$ cat src/hdl/pfc_pkg.sv
// shared types, constants and symbol coding for the playfair cipher
`timescale 1ns / 1ps
`default_nettype none

package pfc_pkg;

    localparam int SYM_COUNT = 36;
    localparam int SIDE      = 6;
    localparam int SYM_W     = 6;
    localparam int CHAR_W    = 7;
    localparam int RC_W      = 3;

    typedef logic [SYM_W-1:0]  t_sym;
    typedef logic [CHAR_W-1:0] t_char;
    typedef logic [RC_W-1:0]   t_rc;
    typedef logic [1:0]        t_req;
    typedef logic [1:0]        t_status;

    // request kinds
    localparam t_req REQ_KEY      = 2'd0;
    localparam t_req REQ_KEY_END  = 2'd1;
    localparam t_req REQ_TEXT     = 2'd2;
    localparam t_req REQ_TEXT_END = 2'd3;

    // result status codes
    localparam t_status STAT_OK      = 2'd0;
    localparam t_status STAT_BAD_SYM = 2'd1;
    localparam t_status STAT_NO_KEY  = 2'd2;

    // symbol indices
    localparam t_sym X_INDEX     = 6'd23;
    localparam t_sym DIGIT_BASE  = 6'd26;
    localparam t_sym DIGIT_END   = 6'd35;
    localparam t_sym SPACE_INDEX = 6'd35;
    localparam t_sym INVALID_SYM = 6'd63;
    localparam t_rc  RC_LAST     = 3'(SIDE - 1);

    // ascii characters
    localparam t_char CH_ZERO    = 7'h30;
    localparam t_char CH_ONE     = 7'h31;
    localparam t_char CH_COLON   = 7'd58;
    localparam t_char CH_A       = 7'h41;
    localparam t_char CH_O       = 7'h4F;
    localparam t_char CH_BRACKET = 7'd91;
    localparam t_char CH_SPACE   = 7'h20;

    // what the control hands to the output stage
    typedef struct packed {
        logic    pair;
        t_char   ch0;
        t_char   ch1;
        t_status status;
    } t_load;

    function automatic t_sym decode_symbol(input t_char c);
        t_sym s;
        s = INVALID_SYM;
        if (c == CH_ZERO) begin
            s = 6'(CH_O - CH_A);
        end else if (c >= CH_A && c < CH_BRACKET) begin
            s = 6'(c - CH_A);
        end else if (c >= CH_ONE && c < CH_COLON) begin
            s = 6'(c - CH_ONE) + DIGIT_BASE;
        end else if (c == CH_SPACE) begin
            s = SPACE_INDEX;
        end
        return s;
    endfunction

    function automatic t_char encode_symbol(input t_sym s);
        t_char c;
        if (s < DIGIT_BASE) begin
            c = CH_A + 7'(s);
        end else if (s < DIGIT_END) begin
            c = CH_ONE + 7'(s - DIGIT_BASE);
        end else begin
            c = CH_SPACE;
        end
        return c;
    endfunction

endpackage

`default_nettype wire

$ cat src/hdl/pfc_if.sv
// request and result channel interfaces
`timescale 1ns / 1ps
`default_nettype none

interface pfc_in_if;
    import pfc_pkg::*;

    logic  valid;
    logic  ready;
    t_req  req_type;
    t_char symbol;

    modport source (output valid, output req_type, output symbol, input ready);
    modport sink   (input valid, input req_type, input symbol, output ready);
endinterface

interface pfc_out_if;
    import pfc_pkg::*;

    logic    valid;
    logic    ready;
    t_char   cipher_char;
    logic    last;
    t_status status;

    modport source (output valid, output cipher_char, output last, output status,
                    input ready);
    modport sink   (input valid, input cipher_char, input last, input status,
                    output ready);
endinterface

`default_nettype wire

$ cat src/hdl/pfc_ram.sv
// 36 x 6 synchronous ram, one write port, two registered read ports
`timescale 1ns / 1ps
`default_nettype none

module pfc_ram (
    input  logic          i_clk,
    input  logic          i_we,
    input  pfc_pkg::t_sym i_waddr,
    input  pfc_pkg::t_sym i_wdata,
    input  logic          i_re,
    input  pfc_pkg::t_sym i_raddr_a,
    input  pfc_pkg::t_sym i_raddr_b,
    output pfc_pkg::t_sym o_rdata_a,
    output pfc_pkg::t_sym o_rdata_b
);
    import pfc_pkg::*;

    t_sym r_mem [SYM_COUNT];
    t_sym r_rdata_a;
    t_sym r_rdata_b;

    always_ff @(posedge i_clk) begin
        if (i_we) begin
            r_mem[i_waddr] <= i_wdata;
        end
        if (i_re) begin
            r_rdata_a <= r_mem[i_raddr_a];
            r_rdata_b <= r_mem[i_raddr_b];
        end
    end

    assign o_rdata_a = r_rdata_a;
    assign o_rdata_b = r_rdata_b;

endmodule

`default_nettype wire

$ cat src/hdl/pfc_outbuf.sv
// output stage holding one error result or one enciphered pair
`timescale 1ns / 1ps
`default_nettype none

module pfc_outbuf (
    input  logic             i_clk,
    input  logic             i_rst_n,
    input  logic             i_load,
    input  pfc_pkg::t_load   i_data,
    output logic             o_free,
    pfc_out_if.source        o_res
);
    import pfc_pkg::*;

    logic  r_valid;
    logic  n_valid;
    logic  r_sel;
    logic  n_sel;
    t_load r_data;
    logic  take_final;

    // the final result of the held request leaves this cycle
    assign take_final = r_valid && o_res.ready && (!r_data.pair || r_sel);
    assign o_free     = !r_valid || take_final;

    always_comb begin
        n_valid = r_valid;
        n_sel   = r_sel;
        if (i_load) begin
            n_valid = 1'b1;
            n_sel   = 1'b0;
        end else if (r_valid && o_res.ready) begin
            if (r_data.pair && !r_sel) begin
                n_sel = 1'b1;
            end else begin
                n_valid = 1'b0;
            end
        end
    end

    always_ff @(posedge i_clk) begin
        if (!i_rst_n) begin
            r_valid <= 1'b0;
            r_sel   <= 1'b0;
        end else begin
            r_valid <= n_valid;
            r_sel   <= n_sel;
        end
    end

    always_ff @(posedge i_clk) begin
        if (i_load) begin
            r_data <= i_data;
        end
    end

    assign o_res.valid       = r_valid;
    assign o_res.cipher_char = r_sel ? r_data.ch1 : r_data.ch0;
    assign o_res.last        = !r_data.pair || r_sel;
    assign o_res.status      = r_data.status;

endmodule

`default_nettype wire

$ cat src/hdl/playfair_digraph_cipher_6x6.sv
// top level of the 6x6 playfair digraph cipher
//
//  channel  | dir | payload                         | handshake
//  ---------+-----+---------------------------------+-------------
//  i_req    | in  | req_type, symbol                | valid/ready
//  o_res    | out | cipher_char, last, status       | valid/ready
//
// an end of key request walks the 36 symbols and writes each unused one to the
//   square; a text symbol or end of text that closes a pair does a place ram
//   read, then a square ram read; an error request waits in the error state
// a request is taken while the previous results still sit in the output stage;
//   the core only waits in its last state until that stage frees up
// reset clears the used marks, fill count and pair state at once; ram contents
//   are never cleared, every cell is written before any text is enciphered
`timescale 1ns / 1ps
`default_nettype none

module playfair_digraph_cipher_6x6 (
    input  logic      i_clk,
    input  logic      i_rst_n,
    pfc_in_if.sink    i_req,
    pfc_out_if.source o_res
);
    import pfc_pkg::*;

    // core states
    localparam logic [2:0] ST_IDLE  = 3'd0;
    localparam logic [2:0] ST_WALK  = 3'd1;
    localparam logic [2:0] ST_PLACE = 3'd2;
    localparam logic [2:0] ST_CELL  = 3'd3;
    localparam logic [2:0] ST_ERR   = 3'd4;

    // flat cell address row*6+col
    function automatic t_sym cell_addr(input t_rc row, input t_rc col);
        return t_sym'({row, 2'b00}) + t_sym'({row, 1'b0}) + t_sym'(col);
    endfunction

    // step along a row or column with wrap
    function automatic t_rc next_rc(input t_rc v);
        return (v == RC_LAST) ? '0 : v + 3'd1;
    endfunction

    logic [2:0]           r_state;
    logic [2:0]           n_state;
    logic [SYM_COUNT-1:0] r_used;
    logic [SYM_COUNT-1:0] n_used;
    t_sym                 r_fill;
    t_sym                 n_fill;
    t_rc                  r_fill_row;
    t_rc                  n_fill_row;
    t_rc                  r_fill_col;
    t_rc                  n_fill_col;
    logic                 r_ready;
    logic                 n_ready;
    t_sym                 r_pend;
    t_sym                 n_pend;
    logic                 r_have_pend;
    logic                 n_have_pend;
    t_sym                 r_prev;
    t_sym                 n_prev;
    logic                 r_have_prev;
    logic                 n_have_prev;
    t_sym                 r_walk;
    t_sym                 n_walk;
    t_status              r_err_status;
    t_status              n_err_status;

    logic    in_acc;
    t_sym    sym;
    logic    sym_ok;
    logic    text_ins;
    logic    key_place;
    logic    walk_place;
    logic    mem_we;
    t_sym    wsym;
    logic    pair_go;
    t_sym    pair_a;
    t_sym    pair_b;
    t_sym    place_a;
    t_sym    place_b;
    t_sym    sq_addr_a;
    t_sym    sq_addr_b;
    logic    sq_re;
    t_sym    sq_a;
    t_sym    sq_b;
    t_rc     ra;
    t_rc     ca;
    t_rc     rb;
    t_rc     cb;
    logic    out_free;
    logic    load;
    t_load   ld;

    assign i_req.ready = (r_state == ST_IDLE);
    assign in_acc      = i_req.valid && i_req.ready;

    assign sym      = decode_symbol(i_req.symbol);
    assign sym_ok   = (sym != INVALID_SYM);
    // insert an x between equal neighbors, but never between two x's
    assign text_ins = r_have_prev && (r_prev == sym) && (sym != X_INDEX);

    // square fill: a fresh key symbol, or an unused symbol during the walk
    assign key_place  = in_acc && (i_req.req_type == REQ_KEY) && !r_ready && sym_ok
                        && !r_used[sym] && (r_fill < t_sym'(SYM_COUNT));
    assign walk_place = (r_state == ST_WALK) && !r_used[r_walk];
    assign mem_we     = key_place || walk_place;
    assign wsym       = (r_state == ST_WALK) ? r_walk : sym;

    // writes only happen before the square is ready and reads only after,
    // so the two rams never see a read and write of the same entry overlap
    pfc_ram u_square (
        .i_clk     (i_clk),
        .i_we      (mem_we),
        .i_waddr   (r_fill),
        .i_wdata   (wsym),
        .i_re      (sq_re),
        .i_raddr_a (sq_addr_a),
        .i_raddr_b (sq_addr_b),
        .o_rdata_a (sq_a),
        .o_rdata_b (sq_b)
    );

    // place entries hold {row, col} so no divide by six is needed
    pfc_ram u_place (
        .i_clk     (i_clk),
        .i_we      (mem_we),
        .i_waddr   (wsym),
        .i_wdata   ({r_fill_row, r_fill_col}),
        .i_re      (pair_go),
        .i_raddr_a (pair_a),
        .i_raddr_b (pair_b),
        .o_rdata_a (place_a),
        .o_rdata_b (place_b)
    );

    // pair rule on the looked-up places
    assign ra = place_a[SYM_W-1:RC_W];
    assign ca = place_a[RC_W-1:0];
    assign rb = place_b[SYM_W-1:RC_W];
    assign cb = place_b[RC_W-1:0];
    assign sq_re = (r_state == ST_PLACE);

    always_comb begin
        if (ra == rb) begin
            // same row: shift right
            sq_addr_a = cell_addr(ra, next_rc(ca));
            sq_addr_b = cell_addr(rb, next_rc(cb));
        end else if (ca == cb) begin
            // same column: shift down
            sq_addr_a = cell_addr(next_rc(ra), ca);
            sq_addr_b = cell_addr(next_rc(rb), cb);
        end else begin
            // rectangle: swap columns
            sq_addr_a = cell_addr(ra, cb);
            sq_addr_b = cell_addr(rb, ca);
        end
    end

    always_comb begin
        n_state      = r_state;
        n_used       = r_used;
        n_fill       = r_fill;
        n_fill_row   = r_fill_row;
        n_fill_col   = r_fill_col;
        n_ready      = r_ready;
        n_pend       = r_pend;
        n_have_pend  = r_have_pend;
        n_prev       = r_prev;
        n_have_prev  = r_have_prev;
        n_walk       = r_walk;
        n_err_status = r_err_status;
        pair_go      = 1'b0;
        pair_a       = r_pend;
        pair_b       = X_INDEX;
        load         = 1'b0;
        ld           = '0;

        case (r_state)
            ST_IDLE: begin
                if (in_acc) begin
                    case (i_req.req_type)
                        REQ_KEY: begin
                            if (!r_ready && !sym_ok) begin
                                n_err_status = STAT_BAD_SYM;
                                n_state      = ST_ERR;
                            end
                        end
                        REQ_KEY_END: begin
                            if (!r_ready) begin
                                n_walk  = '0;
                                n_state = ST_WALK;
                            end
                        end
                        REQ_TEXT: begin
                            if (!r_ready) begin
                                n_err_status = STAT_NO_KEY;
                                n_state      = ST_ERR;
                            end else if (!sym_ok) begin
                                n_err_status = STAT_BAD_SYM;
                                n_state      = ST_ERR;
                            end else begin
                                if (r_have_pend) begin
                                    // close the open pair; with an x between,
                                    // this symbol opens the next one
                                    pair_go     = 1'b1;
                                    pair_a      = r_pend;
                                    pair_b      = text_ins ? X_INDEX : sym;
                                    n_pend      = sym;
                                    n_have_pend = text_ins;
                                end else if (text_ins) begin
                                    pair_go     = 1'b1;
                                    pair_a      = X_INDEX;
                                    pair_b      = sym;
                                    n_have_pend = 1'b0;
                                end else begin
                                    n_pend      = sym;
                                    n_have_pend = 1'b1;
                                end
                                n_prev      = sym;
                                n_have_prev = 1'b1;
                            end
                        end
                        REQ_TEXT_END: begin
                            if (!r_ready) begin
                                n_err_status = STAT_NO_KEY;
                                n_state      = ST_ERR;
                            end else begin
                                // pad an odd tail with x
                                pair_go     = r_have_pend;
                                pair_a      = r_pend;
                                pair_b      = X_INDEX;
                                n_have_pend = 1'b0;
                                n_have_prev = 1'b0;
                            end
                        end
                        default: begin
                            n_state = ST_IDLE;
                        end
                    endcase
                    if (pair_go) begin
                        n_state = ST_PLACE;
                    end
                end
            end
            ST_WALK: begin
                if (r_walk == SPACE_INDEX) begin
                    n_ready = 1'b1;
                    n_state = ST_IDLE;
                end else begin
                    n_walk = r_walk + 6'd1;
                end
            end
            ST_PLACE: begin
                n_state = ST_CELL;
            end
            ST_CELL: begin
                // square read data holds until the output stage takes it
                if (out_free) begin
                    load       = 1'b1;
                    ld.pair    = 1'b1;
                    ld.ch0     = encode_symbol(sq_a);
                    ld.ch1     = encode_symbol(sq_b);
                    ld.status  = STAT_OK;
                    n_state    = ST_IDLE;
                end
            end
            ST_ERR: begin
                if (out_free) begin
                    load      = 1'b1;
                    ld.pair   = 1'b0;
                    ld.status = r_err_status;
                    n_state   = ST_IDLE;
                end
            end
            default: begin
                n_state = ST_IDLE;
            end
        endcase

        // fill bookkeeping follows every square write
        if (mem_we) begin
            n_used[wsym] = 1'b1;
            n_fill       = r_fill + 6'd1;
            if (r_fill_col == RC_LAST) begin
                n_fill_col = '0;
                n_fill_row = r_fill_row + 3'd1;
            end else begin
                n_fill_col = r_fill_col + 3'd1;
            end
        end
    end

    always_ff @(posedge i_clk) begin
        if (!i_rst_n) begin
            r_state     <= ST_IDLE;
            r_used      <= '0;
            r_fill      <= '0;
            r_fill_row  <= '0;
            r_fill_col  <= '0;
            r_ready     <= 1'b0;
            r_pend      <= '0;
            r_have_pend <= 1'b0;
            r_prev      <= '0;
            r_have_prev <= 1'b0;
            r_walk      <= '0;
        end else begin
            r_state     <= n_state;
            r_used      <= n_used;
            r_fill      <= n_fill;
            r_fill_row  <= n_fill_row;
            r_fill_col  <= n_fill_col;
            r_ready     <= n_ready;
            r_pend      <= n_pend;
            r_have_pend <= n_have_pend;
            r_prev      <= n_prev;
            r_have_prev <= n_have_prev;
            r_walk      <= n_walk;
        end
    end

    // error status is payload
    always_ff @(posedge i_clk) begin
        r_err_status <= n_err_status;
    end

    pfc_outbuf u_outbuf (
        .i_clk   (i_clk),
        .i_rst_n (i_rst_n),
        .i_load  (load),
        .i_data  (ld),
        .o_free  (out_free),
        .o_res   (o_res)
    );

endmodule

`default_nettype wire

$ cat src/flat_wrapper.sv
// flat-port wrapper written by rule: the top's interface ports become plain ports
module playfair_digraph_cipher_6x6_flat import pfc_pkg::*;
  (i_clk, i_rst_n, i_req_valid, i_req_req_type, i_req_symbol, i_req_ready, o_res_valid, o_res_cipher_char, o_res_last, o_res_status, o_res_ready);
  pfc_in_if i_req_i ();
  pfc_out_if o_res_i ();
  input  logic i_clk;
  input  logic i_rst_n;
  input wire logic [$bits(i_req_i.valid)-1:0] i_req_valid;
  input wire logic [$bits(i_req_i.req_type)-1:0] i_req_req_type;
  input wire logic [$bits(i_req_i.symbol)-1:0] i_req_symbol;
  output wire logic [$bits(i_req_i.ready)-1:0] i_req_ready;
  output wire logic [$bits(o_res_i.valid)-1:0] o_res_valid;
  output wire logic [$bits(o_res_i.cipher_char)-1:0] o_res_cipher_char;
  output wire logic [$bits(o_res_i.last)-1:0] o_res_last;
  output wire logic [$bits(o_res_i.status)-1:0] o_res_status;
  input wire logic [$bits(o_res_i.ready)-1:0] o_res_ready;
  assign i_req_i.valid = i_req_valid;
  assign i_req_i.req_type = i_req_req_type;
  assign i_req_i.symbol = i_req_symbol;
  assign i_req_ready = i_req_i.ready;
  assign o_res_valid = o_res_i.valid;
  assign o_res_cipher_char = o_res_i.cipher_char;
  assign o_res_last = o_res_i.last;
  assign o_res_status = o_res_i.status;
  assign o_res_i.ready = o_res_ready;
  playfair_digraph_cipher_6x6 u_core (.i_clk(i_clk), .i_rst_n(i_rst_n), .i_req(i_req_i), .o_res(o_res_i));
endmodule
$ cat config.mk
export PLATFORM = sky130hd
export DESIGN_NAME = playfair_digraph_cipher_6x6_flat
export DESIGN_NICKNAME = d
export VERILOG_FILES = /design/src/hdl/pfc_pkg.sv /design/src/hdl/pfc_if.sv /design/src/hdl/pfc_ram.sv /design/src/hdl/pfc_outbuf.sv /design/src/hdl/playfair_digraph_cipher_6x6.sv /design/src/flat_wrapper.sv
export SDC_FILE = /design/constraint.sdc
export NUM_CORES = 1
export LEC_CHECK = 0
export CAP_MARGIN = 40
export CORE_MARGIN = 3
export CORE_UTILIZATION = 35
export CTS_CLUSTER_SIZE = 12
export DETAILED_ROUTE_END_ITERATION = 10
export DONT_BUFFER_PORTS = 1
export HOLD_SLACK_MARGIN = 0.15
export PLACE_DENSITY = 0.56
export SLEW_MARGIN = 20
export SYNTH_ARGS = -nofsm -noshare
export SYNTH_HDL_FRONTEND = slang
export SYNTH_SLANG_ARGS = --single-unit
export TNS_END_PERCENT = 5
$ cat constraint.sdc
create_clock -name i_clk -period 4.4 [get_ports i_clk]
set_input_delay 0.66 -clock i_clk [delete_from_list [all_inputs] [get_ports i_clk]]
set_output_delay 0.66 -clock i_clk [all_outputs]
set_load 0.01 [all_outputs]
# Word level (Yosys, flattened, before mapping)
# Memories as Yosys holds them, arrays and structs flattened. A register that Yosys moved wholly into a read port is not among the register bits.
# Cells that the tools add are included.
# Widths: inputs -> output; s select.
dict set report totals {
  register_bits 93
  mem_bits_rw 432
  word_cells 237
  mem_count 2
}
# memory depth width read_ports rd_clocked_by_memory_dff wr line_no
set mem_list {}
lappend mem_list {u_core.u_place.r_mem 36 6 2 2 1 pfc_ram.sv:18} ;# t_sym r_mem [SYM_COUNT];
lappend mem_list {u_core.u_square.r_mem 36 6 2 2 1 pfc_ram.sv:18}
dict set report classes {
  add_sub_neg 27
  order_cmp 13
  eq_ne 38
  muxes 92
  n_bitwise 2
  n_reduce_logical 45
}
# cell count
set ops {}
lappend ops {{$mux 6} 29}
lappend ops {{$mux 3} 14}
lappend ops {{$add 6x3->6} 6}
lappend ops {{$or 36x36->36} 1}
lappend ops {{$mux 7} 5}
lappend ops {{$mux 1} 26}
lappend ops {{$add 5x4->6} 4}
lappend ops {{$pmux 3 s4} 2}
lappend ops {{$lt 6x7->1 const B} 3}
lappend ops {{$add 3x1->3 const B} 6}
lappend ops {{$eq 3x3->1 const B} 6}
lappend ops {{$lt 6x6->1 const B} 3}
lappend ops {{$reduce_and 6->1} 3}
lappend ops {{$mux 17} 1}
lappend ops {{$logic_and 1x1->1} 16}
lappend ops {{$add 6x7->7 const A} 2}
lappend ops {{$add 7x6->7 const A} 2}
lappend ops {{$eq 7x6->1 const B} 2}
lappend ops {{$ne 2x2->1 const B} 7}
lappend ops {{$sub 6x5->7 const B} 2}
lappend ops {{$add 6x1->6 const B} 2}
lappend ops {{$bmux 1 s6} 2}
lappend ops {{$lt 6x5->1 const B} 2}
lappend ops {{$ne 2x1->1 const B} 6}
lappend ops {{other kinds (38)} 65}

# Longest topological paths before layout
# Gate-level depths: netlist of the first run.
dict set report depth {
  ltp_word 18
  mapped_depth 20
  ltp_nobuf 17
}

# Modules after synthesis
# A second synthesis of the first run with hierarchy kept.
dict set report unflattened {
  hier_cells 2234
  hier_area_um2 28932.7
}
# module n_inst cells_each area_each_um2 seq_area_each_um2
set by_module_without_submodules {}
lappend by_module_without_submodules {{pfc_ram at u_core.u_place} 1 716 11076.9 6846.6}
lappend by_module_without_submodules {{pfc_ram at u_core.u_square} 1 705 11038.1 6846.6}
lappend by_module_without_submodules {playfair_digraph_cipher_6x6 1 777 6109.6 1501.4}
lappend by_module_without_submodules {pfc_outbuf 1 36 708.2 550.5}

# Worst setup path after synthesis of the first run
# No wires, ideal clock.
dict set report synth_path {
  path_kind {input -> register}
  start {in i_req_symbol[0]}
  end {mem u_core.u_place.r_mem[0][0] (netlist name) (enable)}
  setup_ns 0.392
  arrival_ns 4.393
  required_ns 4.008
  path_slack_ns -0.384
  cell_stages 16
  cell_sequence {buf_1 > inv_1 > clkbuf_1 > ha_1 > and3_1 > clkbuf_1 > a211o_1 > clkbuf_1 > clkbuf_1 > a2bb2oi_1 > o32ai_1 > o31ai_1 > a21oi_1 > o41ai_1 > clkbuf_1 > nor4b_1}
}
dict set report synth_via {
  elab_chain_len 13
}
# item line_no
set synth_rtl {}
lappend synth_rtl {{from (decl)} flat_wrapper.sv:10} ;# input wire logic [$bits(i_req_i.symbol)-1:0] i_req_symbol;
lappend synth_rtl {{$sub 6x6->6, or another cell as far along} pfc_pkg.sv:63} ;# s = 6'(c - CH_ONE) + DIGIT_BASE;
lappend synth_rtl {{$add 6x5->6, or another cell as far along} pfc_pkg.sv:63}
lappend synth_rtl {{$mux 6} pfc_pkg.sv:62} ;# end else if (c >= CH_ONE && c < CH_COLON) begin
lappend synth_rtl {{$mux 6} pfc_pkg.sv:60} ;# end else if (c >= CH_A && c < CH_BRACKET) begin
lappend synth_rtl {{$mux 6 *} pfc_pkg.sv:58} ;# if (c == CH_ZERO) begin
lappend synth_rtl {{$bmux 1 s6} playfair_digraph_cipher_6x6.sv:104} ;# && !r_used[sym] && (r_fill < t_sym'(SYM_COUNT));
lappend synth_rtl {{$mux 1 (implied by the code)} playfair_digraph_cipher_6x6.sv:104}
lappend synth_rtl {{$logic_not 1->1} playfair_digraph_cipher_6x6.sv:104}
lappend synth_rtl {{$logic_and 1x1->1 (2 in a row)} playfair_digraph_cipher_6x6.sv:104}
lappend synth_rtl {{$logic_or 1x1->1} playfair_digraph_cipher_6x6.sv:106} ;# assign mem_we = key_place || walk_place;
lappend synth_rtl {{$mux 1} pfc_ram.sv:23} ;# if (i_we) begin
lappend synth_rtl {{$mux 1 (implied by the code)} pfc_ram.sv:24} ;# r_mem[i_waddr] <= i_wdata;
lappend synth_rtl {{to (decl)} pfc_ram.sv:18}
# Every way passes the cells marked *; elsewhere a longest branch is shown, timed or not. The select of a mux whose other input is x is not followed.

# Worst setup path in the final report of the first run
dict set report layout_path {
  start {in i_req_symbol[1]}
  end {reg u_core.u_place.r_rdata_b[0], in the netlist u_core.u_place.o_rdata_b[0] (read register of u_core.u_place.r_mem), data pin}
}
dict set report layout_via {
  elab_chain_len 17
}
# item line_no
set layout_rtl {}
lappend layout_rtl {{$sub 6x6->6, or another cell as far along} pfc_pkg.sv:63}
lappend layout_rtl {{$add 6x5->6, or another cell as far along} pfc_pkg.sv:63}
lappend layout_rtl {{$mux 6} pfc_pkg.sv:62}
lappend layout_rtl {{$mux 6} pfc_pkg.sv:60}
lappend layout_rtl {{$mux 6 *} pfc_pkg.sv:58}
lappend layout_rtl {{$eq 6x6->1} playfair_digraph_cipher_6x6.sv:100} ;# assign text_ins = r_have_prev && (r_prev == sym) && (sym != X_INDEX);
lappend layout_rtl {{$logic_and 1x1->1 (2 in a row)} playfair_digraph_cipher_6x6.sv:100}
lappend layout_rtl {{$mux 1} playfair_digraph_cipher_6x6.sv:210} ;# end else if (text_ins) begin
lappend layout_rtl {{$mux 1} playfair_digraph_cipher_6x6.sv:202} ;# if (r_have_pend) begin
lappend layout_rtl {{$mux 1} playfair_digraph_cipher_6x6.sv:198} ;# end else if (!sym_ok) begin
lappend layout_rtl {{$mux 1} playfair_digraph_cipher_6x6.sv:195} ;# if (!r_ready) begin
lappend layout_rtl {{$pmux 1 s2} playfair_digraph_cipher_6x6.sv:181} ;# case (i_req.req_type)
lappend layout_rtl {{$mux 1} playfair_digraph_cipher_6x6.sv:180} ;# if (in_acc) begin
lappend layout_rtl {{$mux 1} playfair_digraph_cipher_6x6.sv:178} ;# case (r_state)
lappend layout_rtl {{$mux 1} playfair_digraph_cipher_6x6.sv:180}
lappend layout_rtl {{$mux 1} playfair_digraph_cipher_6x6.sv:178}
lappend layout_rtl {{to (decl)} pfc_ram.sv:20} ;# t_sym r_rdata_b;
# Marked as above.
# A chain may end at the register's enable or synchronous reset.

==> summary.txt, run 1 <==
run status = finished clean
IO Pins = 25
Post-Layout Cell Count = 3598
Synth Register Bits = 549
Die Y = 292 µm
vias in the first global route = 20598
core area = 80700 µm²
Longest Clk Path Bufs = 3
CTS tree = done
Switch Pwr = 2.36 mW
Sequential Power Share = 0.520
count leader, synth = edfxtp_1
Pint = 8.66 mW
met2 Usage GRT = 0.338
M1 GR Usage = 0.268
Static Leakage = 11.7 nW
Hold WS = 0.180 ns
Tmin final = 4.19 ns
Tcrit/Tclk final = 0.952
top cells by count, synth = edfxtp_1 (475), nand2_1 (295), nor2_1 (160)
f_max = 0.239 GHz
# setup viols final = 0
Clock Pin Slew Worst Setup and Hold Paths = 0.06 ns
largest area contributor in the netlist = edfxtp_1
Fin. Hold Viols = 0
Worst Tran Pin Value = 0.808 ns
root buf cell = clkbuf_16
DRC = 0
final count of pins violating max slew = 0
GRT Total Usage = 0.202
VDD IR max = 0.303 mV
vias per cell = 5.78
synth-to-layout area growth = 17.4%
Die X = 292 µm
Die Area = 85200 µm²
Synthesized Nets = 2395
Setup CP Type = in -> reg
Worst Path Arrival = 4.52 ns
switching share of power = 0.214
Rows = 104
Gate Count Post-Synth = 2333
Synth cell types = 78
CTS H-Tree Depth = 2
FF+latch area = 15800 µm²
RePlAce Congestion = 0.926
Clk pwr share = 0.439
Worst Setup End Kind = flop
grt total ovfl = 0
placed cell count = 3496
routed len/inst = 24.4 µm
Seq/Total Area, Yosys = 0.551
top_reg_cell synth = edfxtp_1
RSZ-0062 raised after global routing = false
area of the multi-input gates = 12200 µm²
EDFF count, synth = 475
nets = 2558
DR pass1 iterations = 6
n_diodes = 0
Routed Antenna Nets = 0
Worst setup SP type = primary input
max cap viols = 0
Netlist Area Pre-Place = 28600 µm²
Yosys Warn Count = 0
Critical Path RT = 4.73 ns
synth top area cells = edfxtp_1 (50%), mux4_2 (9.5%), dfxtp_1 (5.2%)
Vias = 20808
HP Class = in -> reg
antenna violations before repair = 1
pin count of the biggest net entering global routing = 76
relative slew slack = 0.457
Logic pwr share = 0.041
top cell type's share of synthesized area = 0.499
Pwr Density = 328 nW/µm²
Clock Latency Late Sink = 0.63 ns
cts repair resizes = 0
Async SR Flop Fraction = 0
CTS buffer count = 58
Critical Path Fanout Max = 9
setup_tns = 0 ns
Fill cells = 7488
clock skew = 0.0278 ns
layout cells sized above 1 = 0.220
dpl ws = -0.288 ns
I/O Buffers = 0
met3 Usage GRT = 0.0303
Hold Buf Count CTS = 0
Routed WL = 87.7 mm
Avg Cell Area, Syn = 12.3 µm²
clk sinks = 549
postcts setup bufs = 0
layer with the highest usage = met2
DR iter-0 viols = 2112
slack of the critical path = 0.209 ns
Final Util = 0.416
first-pass GRT wire length = 132 mm
Starting Density = 0.354
DP HPWL = 62.3 mm
==> power groups by stage <==
stage	clock network, mW	registers (mW)	logic, mW
after floorplan	0	5.83	0.256
after global placement	0	5.84	0.446
after detailed placement	0	5.84	0.449
after CTS	4.94	5.73	0.449
after global routing	5.15	5.73	0.485
final	4.84	5.73	0.450
==> cell type report <==
cell class,instances,share of cell area
clock inverter,22,0.00772
timing repair buffer,257,0.0688
clock buffer,80,0.0469
sequential,549,0.469
tap,1060,0.0395
inverter,44,0.00492
multi-input combinational,1586,0.363
==> per-stage QoR <==
stage | total power, mW | area [µm²]
5_1_grt | 11.4 | 33600
2_1_floorplan | 6.08 | 28600
4_1_cts | 11.1 | 33600
6_report | 11.0 | 33600
3_5_place_dp | 6.29 | 31700
3_3_place_gp | 6.28 | 31700
==> cells by family (layout without fill, tap and decap cells) <==
family,Yosys count,after routing,share of synthesized area
flip-flops,549,549,0.551
AND/OR/NAND/NOR,785,785,0.128
buffers and inverters,198,403,0.0291
AO/OA/AOI/OAI,467,467,0.114
multiplexers,253,253,0.145
adder cells (fa/ha/maj),49,49,0.0241
XOR/XNOR,32,32,0.00980
==> per-layer routing <==
metal / wire length (µm) / vias to the layer above
met3: 5810 / 176
met5: 0 / -
met2: 42400 / 852
met4: 3130 / 0
met1: 36400 / 10405
li1: - / 9375
==> placed cells by master, fill, tap and decap left out, drive strengths merged, types with 21 or more instances in the layout <==
cell type,count
inv,45
nor2b,40
o21a,28
o211ai,31
a221oi,34
edfxtp,475
a21oi,69
clkbuf,80
mux2i,72
dfxtp,74
a211oi,31
ha,39
o21ai,79
nor3,48
o22ai,23
and2,22
nand3,115
mux2,60
nor2,160
mux4,121
nand2,295
a31oi,55
buf,257
nand4,21
==> registers in the layout, summed over array words and instances (netlist names), 6 cells and up <==
register	flops
u_core.r_fill	6
u_core.r_pend	6
u_core.r_prev	6
u_core.r_used	36
u_core.r_walk	6
u_core.u_outbuf.r_data	15
u_core.u_place.o_rdata_a	6
u_core.u_place.o_rdata_b	6
u_core.u_place.r_mem	216
u_core.u_square.o_rdata_a	6
u_core.u_square.o_rdata_b	6
u_core.u_square.r_mem	216
==> worst paths after layout <==
path                                                       startpoint                                     end  slack, ns  cells past startpoint
worst max-delay path                                  i_req_symbol[1]   u_core.u_place.o_rdata_b[0]$_DFFE_PP_       0.21                     16
worst max register to register  u_core.u_place.o_rdata_a[4]$_DFFE_PP_  u_core.u_square.o_rdata_a[2]$_DFFE_PN_       0.23                     16
worst min-delay path                                          i_rst_n           u_core.r_fill[3]$_SDFFE_PN0P_       0.18                      1
worst min register to register          u_core.r_prev[2]$_SDFFE_PN0P_           u_core.r_prev[2]$_SDFFE_PN0P_       0.49                      2
==> worst max-delay path, cell delays in order <==
cell and delay, ns:
inv_1 0.05, ha_1 0.16, nor3_1 0.07, a211o_1 0.36
o32a_1 0.40, a21o_1 0.31, xnor2_1 0.31, buf_4 0.18
a31oi_1 0.13, nor2_1 0.33, or2_0 0.43, buf_4 0.21
nand4_1 0.09, o311a_1 0.16, nor3_1 0.48, a31oi_1 0.17
No activity file was read; power rests on OpenSTA's default activity.
==> inputs of run 2 (changes only) <==
--- a/config.mk
+++ b/config.mk
@@ -8,11 +8,13 @@
 export CAP_MARGIN = 40
 export CORE_MARGIN = 3
 export CORE_UTILIZATION = 35
+export CTS_BUF_LIST = sky130_fd_sc_hd__clkbuf_4
 export CTS_CLUSTER_SIZE = 12
 export DETAILED_ROUTE_END_ITERATION = 10
 export DONT_BUFFER_PORTS = 1
 export HOLD_SLACK_MARGIN = 0.15
 export PLACE_DENSITY = 0.56
+export RECOVER_POWER = 100
 export SLEW_MARGIN = 20
 export SYNTH_ARGS = -nofsm -noshare
 export SYNTH_HDL_FRONTEND = slang
==> summary.txt, run 2 (synthesis results as in run 1) <==
DR pass1 iterations = 6 (unchanged)
Die Y = 292 µm (unchanged)
Vias = 21542 (was 20808)
worst r2r path cells = 16 (unchanged)
biggest regs = u_core.u_place.r_mem x216, u_core.u_square.r_mem x216, u_core.r_used x36 (unchanged)
relative slew slack = -0.470 (was 0.457)
# setup viols final = 0 (unchanged)
CTS buffer count = 143 (was 58)
clk sinks = 549 (unchanged)
root buf cell = clkbuf_4 (was clkbuf_16)
I/O Buffers = 0 (unchanged)
total power = 10.7 mW (was 11.0 mW)
IO Pins = 25 (unchanged)
hold depth = 4 (was 1)
Rows = 104 (unchanged)
f_max = 0.243 GHz (was 0.239 GHz)
layout cells sized above 1 = 0.225 (was 0.220)
postcts setup bufs = 0 (unchanged)
final count of pins violating max slew = 182 (was 0)
vias in the first global route = 21342 (was 20598)
first-pass GRT wire length = 133 mm (was 132 mm)
clock skew = 0.0746 ns (was 0.0278 ns)
Fin. Hold Viols = 0 (unchanged)
core area = 80700 µm² (unchanged)
Hold Path Origin = i_req_req_type[0] (was i_rst_n)
synth-to-layout area growth = 15.9% (was 17.4%)
failing checks = max-capacitance violations, max-slew violations
DRC = 0 (unchanged)
Critical Path RT = 5.13 ns (was 4.73 ns)
Hold WS = 0.239 ns (was 0.180 ns)
launch point of the worst path = u_core.u_place.o_rdata_a[4]$_DFFE_PP_ (was i_req_symbol[1])
Critical Path Fanout Max = 22 (was 9)
CTS H-Tree Depth = 4 (was 2)
pin count of the biggest net entering global routing = 76 (unchanged)
dpl ws = -0.288 ns (unchanged)
Final Util = 0.411 (was 0.416)
vias per cell = 5.72 (was 5.78)
RePlAce Congestion = 0.926 (unchanged)
routed len/inst = 23.6 µm (was 24.4 µm)
Starting Density = 0.354 (unchanged)
Die Area = 85200 µm² (unchanged)
Pwr Density = 323 nW/µm² (was 328 nW/µm²)
commonest non-fill, non-tap cell in the layout = edfxtp_1 (unchanged)
run status = finished, violations left (was finished clean)
Worst setup SP type = flop (was primary input)
placed cell count = 3496 (unchanged)
Die X = 292 µm (unchanged)
Worst Path Arrival = 4.84 ns (was 4.52 ns)
antenna violations before repair = 4 (was 1)
Worst Tran Pin Value = 2.21 ns (was 0.808 ns)
DR iter-0 viols = 2259 (was 2112)
CTS tree = done (unchanged)
Static Leakage = 11.5 nW (was 11.7 nW)
Worst Setup End Kind = flop (unchanged)
VDD IR max = 0.216 mV (was 0.303 mV)
DP HPWL = 62.3 mm (unchanged)
Setup CP Type = reg -> reg (was in -> reg)
commonest non-fill, non-tap cells in the layout = edfxtp_1 (475), nand2_1 (295), clkbuf_4 (210) (was edfxtp_1 (475), nand2_1 (295), buf_4 (225))
grt total ovfl = 0 (unchanged)
GRT Total Usage = 0.206 (was 0.202)
Routed Antenna Nets = 0 (unchanged)
HP Class = in -> reg (unchanged)
worst r2r src = u_core.u_place.o_rdata_a[4]$_DFFE_PP_ (unchanged)
Longest Clk Path Bufs = 3 (unchanged)
Tmin final = 4.12 ns (was 4.19 ns)
slack of the critical path = 0.285 ns (was 0.209 ns)
Post-Layout Cell Count = 3764 (was 3598)
max cap viols = 5 (was 0)
reg-to-reg setup timing slack = 0.28 ns (was 0.23 ns)
Clock Pin Slew Worst Setup and Hold Paths = 0.06 ns (about the same)
Tcrit/Tclk final = 0.935 (was 0.952)
Routed WL = 88.8 mm (was 87.7 mm)
RSZ-0062 raised after global routing = false (unchanged)
Clock Latency Late Sink = 1.00 ns (was 0.63 ns)
nets = 2650 (was 2558)
[run 2: final timing paths]
| kind | endpoint |
|---|---|
| hold / removal | u_core.r_state[2]$_SDFFE_PN0P_ |
| hold reg to reg | u_core.r_prev[2]$_SDFFE_PN0P_ |
| setup reg to reg | u_core.u_square.o_rdata_a[2]$_DFFE_PN_ |
| setup / recovery | u_core.u_square.o_rdata_a[2]$_DFFE_PN_ |
[run 2: power breakdown]
group / internal, mW / leakage (nW) / switching, mW / total, mW
Sequential: 5.70 / 5.00 / 0.0270 / 5.73
Clock: 2.37 / 1.10 / 2.17 / 4.54
Combinational: 0.115 / 5.44 / 0.333 / 0.449
Total: 8.19 / 11.5 / 2.53 / 10.7
[run 2: final cells by class]
type	instances	area (µm²)
tap	1060	1330
clock inverter	55	352
inverter	44	165
clock buffer	202	1520
antenna	4	10.0
fill	7692	47500
multi-input combinational	1586	12100
sequential	549	15700
timing repair buffer	264	1940
[run 2: routing by layer]
layer | wire (µm) | GRT usage | up-vias
li1 | - | - | 9656
met1 | 36600 | 0.267 | 10712
met2 | 42800 | 0.340 | 1002
met3 | 6530 | 0.0392 | 172
met4 | 2900 | 0.0831 | 0
met5 | 0 | 0 | -
[run 2: critical path: stages, from the launching register on]
cell and delay (ns):
edfxtp_1 0.52, inv_1 0.11, ha_1 0.38, inv_1 0.11, nand2_1 0.10, inv_1 0.07
fa_1 0.44, ha_1 0.24, fa_1 0.39, xor2_1 0.17, o211ai_1 0.15, o21ai_1 0.14
buf_12 0.18, a211oi_1 0.24, a21oi_1 0.12, mux2i_1 0.39, a21oi_1 0.13
[run 2: timing repair]
action,CTS,global route
gates resized for setup,0,0
hold endpoints to repair,92,0
hold buffers,7,0
setup endpoints to repair,0,0
[run 2: per-stage QoR]
step                      instance area (µm²)  TNS, ns
final                                   33200        0
after detailed placement                31700   -13.37
after CTS                               33700        0
after global routing                    33200        0
after floorplan                         28600   -74.92
after global placement                  31700   -13.96
